### config.mk
export PLATFORM = sky130hd
export DESIGN_NAME = triggered_sample_capture
export DESIGN_NICKNAME = d
export VERILOG_FILES = /design/src/rtl/tsc_pkg.sv /design/src/rtl/triggered_sample_capture.sv
export SDC_FILE = /design/constraint.sdc
export NUM_CORES = 1
export LEC_CHECK = 0
export ABC_AREA = 1
export BUFFER_PORTS_ARGS = -buffer_cell sky130_fd_sc_hd__buf_2
export CAP_MARGIN = 5
export CORE_ASPECT_RATIO = 2
export CORE_MARGIN = 10
export CORE_UTILIZATION = 50
export CTS_CLUSTER_SIZE = 25
export DETAILED_ROUTE_END_ITERATION = 8
export PLACE_DENSITY_LB_ADDON = 0.15
export SYNTH_ARGS = -nofsm -noshare
export SYNTH_HDL_FRONTEND = slang
export SYNTH_SLANG_ARGS = --single-unit
### constraint.sdc
create_clock -name clk -period 16 [get_ports clk]
set_input_delay 0.8 -clock clk [delete_from_list [all_inputs] [get_ports clk]]
set_output_delay 0.8 -clock clk [all_outputs]
set_load 0.005 [all_outputs]
### src/rtl/tsc_pkg.sv
// ----------------------------------------------------------------------------
// tsc_pkg
// Shared types and constants of the triggered sample capture block.
// ----------------------------------------------------------------------------
package tsc_pkg;

  localparam int TSC_MAX_CHANNELS = 8;
  localparam int TSC_SAMPLE_W     = 32;
  localparam int TSC_ADDR_W       = 8;
  localparam int TSC_CFG_DATA_W   = 64;
  localparam int TSC_CFG_ADDR_W   = 6;

  // Compare modes
  localparam logic [3:0] CMP_UGT    = 4'd0;
  localparam logic [3:0] CMP_ULT    = 4'd1;
  localparam logic [3:0] CMP_SGT    = 4'd2;
  localparam logic [3:0] CMP_SLT    = 4'd3;
  localparam logic [3:0] CMP_EQ     = 4'd4;
  localparam logic [3:0] CMP_NE     = 4'd5;
  localparam logic [3:0] CMP_ALWAYS = 4'd6;

  // Register indexes (byte address = 8 * index)
  localparam logic [2:0] REG_COMPARE_MODE   = 3'd0;
  localparam logic [2:0] REG_TRIGGER_SELECT = 3'd1;
  localparam logic [2:0] REG_CHANNEL_COUNT  = 3'd2;
  localparam logic [2:0] REG_CONTINUOUS     = 3'd3;
  localparam logic [2:0] REG_SAMPLE_TOTAL   = 3'd4;
  localparam logic [2:0] REG_THRESHOLD      = 3'd5;
  localparam logic [2:0] REG_ADDR_TABLE     = 3'd6;

  // Request opcodes
  localparam logic OP_TICK    = 1'b0;
  localparam logic OP_CONTROL = 1'b1;

  typedef struct packed {
    logic        opcode;
    logic [2:0]  control_flags;
    logic [31:0] sample_0;
    logic [31:0] sample_1;
    logic [31:0] sample_2;
    logic [31:0] sample_3;
    logic [31:0] sample_4;
    logic [31:0] sample_5;
    logic [31:0] sample_6;
    logic [31:0] sample_7;
  } tsc_in_t;

  typedef struct packed {
    logic        has_sample;
    logic [2:0]  channel_index;
    logic [7:0]  register_address;
    logic [31:0] sample_value;
    logic        last;
    logic        armed_flag;
    logic        active_flag;
    logic        done_flag;
  } tsc_out_t;

  typedef struct packed {
    logic done;
    logic active;
    logic armed;
  } tsc_flags_t;

endpackage

### src/rtl/triggered_sample_capture.sv
// ----------------------------------------------------------------------------
// triggered_sample_capture
// Triggered multi-channel capture controller with APB configuration.
// ----------------------------------------------------------------------------
// Each request is either a sample tick (up to eight 32-bit channel samples)
// or a control write that loads the armed/active/done flags. Trigger test,
// flag update and tick counting are done in the cycle a request is accepted;
// the result set then sits in a one-deep staging register and is handed to
// the output stage, which plays it out one result per cycle unless out_stall
// holds it. A capturing tick gives min(channel_count, CHAN_LIMIT) results
// (channel 0 upwards, last on the final one); every other request gives a
// single status result. The output stage therefore sets the rate, and
// requests are taken back to back whenever the staging register is free or
// drains into the output stage in the same cycle.
// Configuration registers sit at byte address 8*i on a 64-bit APB port and
// must only be written while the block is idle.
// ----------------------------------------------------------------------------
module triggered_sample_capture #(
  parameter int CHAN_LIMIT = tsc_pkg::TSC_MAX_CHANNELS
) (
  input  logic                                 clk,
  input  logic                                 rst_n,
  // request channel
  input  logic                                 in_valid,
  output logic                                 in_stall,
  input  tsc_pkg::tsc_in_t                     in_data,
  // result channel
  output logic                                 out_valid,
  input  logic                                 out_stall,
  output tsc_pkg::tsc_out_t                    out_data,
  // configuration
  input  logic                                 cfg_psel,
  input  logic                                 cfg_penable,
  input  logic                                 cfg_pwrite,
  input  logic [tsc_pkg::TSC_CFG_ADDR_W-1:0]   cfg_paddr,
  input  logic [tsc_pkg::TSC_CFG_DATA_W-1:0]   cfg_pwdata,
  output logic [tsc_pkg::TSC_CFG_DATA_W-1:0]   cfg_prdata,
  output logic                                 cfg_pready
);
  import tsc_pkg::*;

  localparam int IDX_W = (CHAN_LIMIT > 1) ? $clog2(CHAN_LIMIT) : 1;
  localparam int CNT_W = $clog2(CHAN_LIMIT + 1);

  // --------------------------------------------------------------------------
  // Configuration registers
  // --------------------------------------------------------------------------
  logic [3:0]  cmp_mode_r;
  logic [2:0]  trig_sel_r;
  logic [3:0]  chan_cnt_r;
  logic        cont_r;
  logic [31:0] total_r;
  logic [31:0] thresh_r;
  logic [63:0] addr_tbl_r;

  logic       cfg_wr;
  logic [2:0] cfg_idx;

  assign cfg_pready = 1'b1;
  assign cfg_wr     = cfg_psel && cfg_penable && cfg_pwrite && cfg_pready;
  assign cfg_idx    = cfg_paddr[5:3];

  always_ff @(posedge clk) begin
    if (!rst_n) begin
      cmp_mode_r <= '0;
      trig_sel_r <= '0;
      chan_cnt_r <= '0;
      cont_r     <= 1'b0;
      total_r    <= '0;
      thresh_r   <= '0;
      addr_tbl_r <= '0;
    end else if (cfg_wr) begin
      case (cfg_idx)
        REG_COMPARE_MODE:   cmp_mode_r <= cfg_pwdata[3:0];
        REG_TRIGGER_SELECT: trig_sel_r <= cfg_pwdata[2:0];
        REG_CHANNEL_COUNT:  chan_cnt_r <= cfg_pwdata[3:0];
        REG_CONTINUOUS:     cont_r     <= cfg_pwdata[0];
        REG_SAMPLE_TOTAL:   total_r    <= cfg_pwdata[31:0];
        REG_THRESHOLD:      thresh_r   <= cfg_pwdata[31:0];
        REG_ADDR_TABLE:     addr_tbl_r <= cfg_pwdata;
        default: ;
      endcase
    end
  end

  always_comb begin
    case (cfg_idx)
      REG_COMPARE_MODE:   cfg_prdata = {60'd0, cmp_mode_r};
      REG_TRIGGER_SELECT: cfg_prdata = {61'd0, trig_sel_r};
      REG_CHANNEL_COUNT:  cfg_prdata = {60'd0, chan_cnt_r};
      REG_CONTINUOUS:     cfg_prdata = {63'd0, cont_r};
      REG_SAMPLE_TOTAL:   cfg_prdata = {32'd0, total_r};
      REG_THRESHOLD:      cfg_prdata = {32'd0, thresh_r};
      REG_ADDR_TABLE:     cfg_prdata = addr_tbl_r;
      default:            cfg_prdata = '0;
    endcase
  end

  // --------------------------------------------------------------------------
  // Capture state
  // --------------------------------------------------------------------------
  tsc_flags_t  flags_r, flags_nxt;
  logic [31:0] tick_r, tick_nxt;

  // staging register: result set of the last accepted request
  logic                    stg_valid_r, stg_valid_nxt;
  logic                    stg_cap_r, stg_cap_nxt;
  logic [CNT_W-1:0]        stg_n_r, stg_n_nxt;
  tsc_flags_t              stg_flags_r;
  logic [31:0]             stg_smp_r [CHAN_LIMIT];

  // output stage: result set being played out
  logic                    emt_valid_r, emt_valid_nxt;
  logic                    emt_cap_r;
  logic [CNT_W-1:0]        emt_n_r;
  tsc_flags_t              emt_flags_r;
  logic [31:0]             emt_smp_r [CHAN_LIMIT];
  logic [IDX_W-1:0]        beat_r, beat_nxt;

  logic        in_acc, emt_last, emt_done, emt_load;
  logic [31:0] in_smp [TSC_MAX_CHANNELS];
  logic [31:0] trig_smp;
  logic        hit;
  logic [CNT_W-1:0] n_sat;

  assign in_smp[0] = in_data.sample_0;
  assign in_smp[1] = in_data.sample_1;
  assign in_smp[2] = in_data.sample_2;
  assign in_smp[3] = in_data.sample_3;
  assign in_smp[4] = in_data.sample_4;
  assign in_smp[5] = in_data.sample_5;
  assign in_smp[6] = in_data.sample_6;
  assign in_smp[7] = in_data.sample_7;

  assign trig_smp = in_smp[trig_sel_r];

  always_comb begin
    case (cmp_mode_r)
      CMP_UGT:    hit = trig_smp > thresh_r;
      CMP_ULT:    hit = trig_smp < thresh_r;
      CMP_SGT:    hit = $signed(trig_smp) > $signed(thresh_r);
      CMP_SLT:    hit = $signed(trig_smp) < $signed(thresh_r);
      CMP_EQ:     hit = trig_smp == thresh_r;
      CMP_NE:     hit = trig_smp != thresh_r;
      CMP_ALWAYS: hit = 1'b1;
      default:    hit = 1'b0;
    endcase
  end

  // channel count saturates at the channel limit
  assign n_sat = (chan_cnt_r > 4'(CHAN_LIMIT)) ? CNT_W'(CHAN_LIMIT)
                                               : chan_cnt_r[CNT_W-1:0];

  // handshake between the stages
  assign emt_last = !emt_cap_r || ((CNT_W'(beat_r) + CNT_W'(1)) == emt_n_r);
  assign emt_done = emt_valid_r && !out_stall && emt_last;
  assign emt_load = stg_valid_r && (!emt_valid_r || emt_done);
  assign in_stall = stg_valid_r && !emt_load;
  assign in_acc   = in_valid && !in_stall;

  // flag and count update for one request
  always_comb begin
    flags_nxt   = flags_r;
    tick_nxt    = tick_r;
    stg_cap_nxt = 1'b0;
    if (in_data.opcode == OP_CONTROL) begin
      flags_nxt.armed  = in_data.control_flags[0];
      flags_nxt.active = in_data.control_flags[1];
      flags_nxt.done   = in_data.control_flags[2];
    end else begin
      if (flags_r.armed) begin
        if (hit) flags_nxt.active = 1'b1;
        if (flags_nxt.active) begin
          flags_nxt.armed = 1'b0;
          tick_nxt        = '0;
        end
      end
      if (flags_nxt.active || cont_r) begin
        tick_nxt = tick_nxt + 32'd1;
        if (tick_nxt == total_r) begin
          flags_nxt.done   = 1'b1;
          flags_nxt.active = 1'b0;
        end
        stg_cap_nxt = (n_sat != '0);
      end
    end
  end

  assign stg_n_nxt = n_sat;

  always_comb begin
    stg_valid_nxt = stg_valid_r;
    if (in_acc)        stg_valid_nxt = 1'b1;
    else if (emt_load) stg_valid_nxt = 1'b0;

    emt_valid_nxt = emt_valid_r;
    beat_nxt      = beat_r;
    if (emt_load) begin
      emt_valid_nxt = 1'b1;
      beat_nxt      = '0;
    end else if (emt_done) begin
      emt_valid_nxt = 1'b0;
    end else if (emt_valid_r && !out_stall) begin
      beat_nxt = beat_r + IDX_W'(1);
    end
  end

  // control state
  always_ff @(posedge clk) begin
    if (!rst_n) begin
      flags_r     <= '0;
      tick_r      <= '0;
      stg_valid_r <= 1'b0;
      emt_valid_r <= 1'b0;
      beat_r      <= '0;
    end else begin
      if (in_acc) begin
        flags_r <= flags_nxt;
        tick_r  <= tick_nxt;
      end
      stg_valid_r <= stg_valid_nxt;
      emt_valid_r <= emt_valid_nxt;
      beat_r      <= beat_nxt;
    end
  end

  // payload
  always_ff @(posedge clk) begin
    if (in_acc) begin
      stg_cap_r   <= stg_cap_nxt;
      stg_n_r     <= stg_n_nxt;
      stg_flags_r <= flags_nxt;
      for (int i = 0; i < CHAN_LIMIT; i++) stg_smp_r[i] <= in_smp[i];
    end
    if (emt_load) begin
      emt_cap_r   <= stg_cap_r;
      emt_n_r     <= stg_n_r;
      emt_flags_r <= stg_flags_r;
      for (int i = 0; i < CHAN_LIMIT; i++) emt_smp_r[i] <= stg_smp_r[i];
    end
  end

  // --------------------------------------------------------------------------
  // Result
  // --------------------------------------------------------------------------
  assign out_valid = emt_valid_r;

  always_comb begin
    out_data                  = '0;
    out_data.last             = emt_last;
    out_data.armed_flag       = emt_flags_r.armed;
    out_data.active_flag      = emt_flags_r.active;
    out_data.done_flag        = emt_flags_r.done;
    if (emt_cap_r) begin
      out_data.has_sample       = 1'b1;
      out_data.channel_index    = 3'(beat_r);
      out_data.register_address = addr_tbl_r[8*int'(beat_r) +: 8];
      out_data.sample_value     = emt_smp_r[beat_r];
    end
  end

  // --------------------------------------------------------------------------
  // Assertions
  // --------------------------------------------------------------------------
  a_beat_in_range: assert property (@(posedge clk) disable iff (!rst_n)
    (emt_valid_r && emt_cap_r) |-> ((CNT_W'(beat_r) + CNT_W'(1)) <= emt_n_r))
    else $error("beat counter past channel count");

  a_stage_drains: assert property (@(posedge clk) disable iff (!rst_n)
    (stg_valid_r && !emt_valid_r) |=> emt_valid_r)
    else $error("staged result set not moved to output stage");

  a_status_single: assert property (@(posedge clk) disable iff (!rst_n)
    (out_valid && !out_data.has_sample) |-> out_data.last)
    else $error("status result not marked last");

  a_beat_advance: assert property (@(posedge clk) disable iff (!rst_n)
    (out_valid && !out_stall && !out_data.last) |=>
      (out_valid && (beat_r == $past(beat_r) + IDX_W'(1))))
    else $error("result beat did not advance");

endmodule
==> qor.yml <==
clk_pin_slew_ns: 0.07
synth-seq-cells: 711
post_cts_resized: 0
vias_per_cell: 5.83
io_buffers: 447
dp_hpwl_um: 75200
critPathKind: "flip-flop to flip-flop"
cap_viol_max_count: 0
start_util_pct: 50.2
nNetsFinal: 3861
clockPowerShare_pct: 39.1
final_cell_mix: "nor2_1, edfxtp_1, o21ai_0, buf_2, nand2_1"
grt_pass1_wl_um: 153000
pwr-share-seq_pct: 53.7
startpoint_type: "flip-flop"
irDropWorstVdd_mv: 0.0971
fin_skew_ns: 0.0174
required_ns: 16.53
clk_latency_ns: 0.62
area_growth_pct: 15.9
num_rows: 129
p_int_uw: 3010
dieArea_mm2: 0.0729
combinationalPowerShare_pct: 7.2
cts_sinks: 711
clock-root-buffer: "clkbuf_16"
rsz0062_at_grt: "no"
clk_path_buf_depth: 3
cts_tree: "yes"
first_iter_violations: 2296
ant_nets: 0
drc: 0
power.switching_uw: 909
synth_nets: 3504
finalPower_uw: 3920
synth_cells: 3133
grt-ovfl-total: 0
maxSlewHeadroom_pct: 8.96
first_pass_iters: 8
finalWirelength_um: 106000
timing.final.crit_share_pct: 50.7
synth_edf_count: 528
grt_pass1_vias: 24800
antenna_found_initial: 31
hold_path_class: "input port to flip-flop"
fp.coreArea_mm2: 0.0617
cts_buffers: 60
cpPeakStageDelay_ns: 0.79
dieWidth_um: 196
netlist_area_mm2: 0.0310
min_period_ns: 8.10
io_pins: 452
crit_arrival_ns: 8.63
async_flop_share_pct: 0
fin_cells: 4357
switching_share_pct: 23.2
end_kind: "flip-flop"
grt_max_degree: 185
die_h_um: 372
layout_commonest_cell: "nor2_1"
gp_congestion: 1.02
fin_setup_tns_ns: 0
p_leak_uw: 0.0136
dp.cells: 4214
post_drt_wl_per_cell_um: 24.4
critPathMostFrequentCell: "nand2_1"
syn_avg_cell_area_um2: 9.88
htreeDepth: 2
synth-seq-area-share_pct: 63.0
finalSetupViolCount: 0
hold_viol_final: 0
crit_path_max_fanout: 77
status: "complete, no violations"
drv_slew: 0
critPathSlowestCell: "buf_4"
layout-drive-gt1-share_pct: 17.8
power.density_mw_per_mm2: 109
vias: 25400
synth_flop_cell: "edfxtp_1"
grt_usage_pct: 27.8
cts_setup_buffers: 0
ctsHoldBuffers: 0
worst_pin_slew_ns: 1.37
fmax_mhz: 123
synth.yosys.warnings: 0
yosysUniqueCellTypes: 47
worst max-delay path: cells and delay by family (launching register included):
kind,cells,cell delay [ns]
and+or+nand+nor,31,4.37
buffers and inverters,7,1.81
AOI/OAI and AO/OA,3,0.76
DFF,1,0.50
adders and majority gates,2,0.45
power groups by stage:
stage / clock (µW) / sequential [µW] / combinational, µW
6_report: 1530 / 2100 / 283
5_1_grt: 1620 / 2110 / 312
4_1_cts: 1560 / 2100 / 282
3_5_place_dp: 0 / 2140 / 280
3_3_place_gp: 0 / 2140 / 274
2_1_floorplan: 0 / 2160 / 152
worst paths after layout:
check	start	endpoint	slack, ns	depth (start not counted)
setup / recovery	trig_sel_r[0]	flags_r[1]	7.90	43
hold / removal	in_data[185]	stg_smp_r[0][89]	0.36	1
setup reg to reg	trig_sel_r[0]	flags_r[1]	7.90	43
hold reg to reg	stg_smp_r[1][121]	emt_smp_r[7][25]	0.41	0
per-layer routing:
metal | vias up | track usage (%) | share of wire (%)
li1 | 11700 | - | -
met1 | 12200 | 32.3 | 37
met2 | 1238 | 46.5 | 49
met3 | 274 | 5.28 | 8.1
met4 | 18 | 17.4 | 6.4
met5 | - | 0 | 0.11
kinds of logic (layout without fill, tap and decap cells):
logic type      Yosys count  in the layout  synth area share (%)
buf+inv                 419            827                  5.22
compound gates          924            924                  16.2
fa+ha+maj                34             34                  1.37
simple gates           1025           1025                  13.4
xor+xnor                 19             19                 0.760
other cells               1             31                0.0121
flops                   711            711                  63.0
stage by stage:
step                util [%]  setup slack [ns]  hold WS, ns  instance area (µm²)
floorplan                  -              1.07        0.400                31000
global placement        54.7              8.07        0.400                33800
detailed placement      54.7              7.95        0.405                33800
CTS                     58.1              7.92        0.330                35800
global route            58.1              7.25        0.341                35800
finish                  58.2              7.90        0.363                35900
registers in the layout (all words and copies together), names as in the netlist, named ones only:
name and flops:
trig_sel_r 3, stg_flags_r 3, out_valid 1, thresh_r 32
emt_n_r 4, cont_r 1, flags_r 3, tick_r 32
stg_n_r 4, beat_r 3, stg_smp_r 256, stg_cap_r 1
out_data 3, stg_valid_r 1, chan_cnt_r 4, addr_tbl_r 64
emt_smp_r 256, cmp_mode_r 4, emt_cap_r 1, total_r 32
synthesized netlist by cell type (4+ instances only):
| cell type | count | area share (%) |
|---|---|---|
| o22ai_1 | 66 | 1.3 |
| a31o_2 | 8 | 0.23 |
| a21oi_1 | 224 | 3.6 |
| o221ai_1 | 31 | 0.88 |
| edfxtp_1 | 528 | 51 |
| nand4_1 | 13 | 0.26 |
| buf_4 | 5 | 0.12 |
| clkinv_1 | 4 | 0.048 |
| xnor2_1 | 4 | 0.11 |
| xor2_1 | 10 | 0.28 |
| nor3_1 | 8 | 0.13 |
| nand3_1 | 96 | 1.6 |
| nor2_2 | 11 | 0.22 |
| dfxtp_1 | 183 | 12 |
| xnor3_1 | 5 | 0.36 |
| nor2_1 | 580 | 7.0 |
| buf_1 | 8 | 0.097 |
| nor2_4 | 4 | 0.15 |
| ha_1 | 34 | 1.4 |
| inv_1 | 228 | 2.8 |
| o21ai_0 | 508 | 8.2 |
| a31oi_1 | 63 | 1.3 |
| nand2_1 | 292 | 3.5 |
| nand3_2 | 8 | 0.26 |
| clkbuf_1 | 169 | 2.0 |
| o211ai_1 | 10 | 0.24 |
final cells by class:
cell class              count  area (µm²)
well taps                 786         983
flip-flops and latches    711       19500
inverters                 234         883
diodes                     30        75.1
multi-input cells        2003        9860
fillers                  5416       25800
clock inverters            45         447
clock buffers              68        1600
repair buffers            480        2500
(Power assumes the default switching activity.)
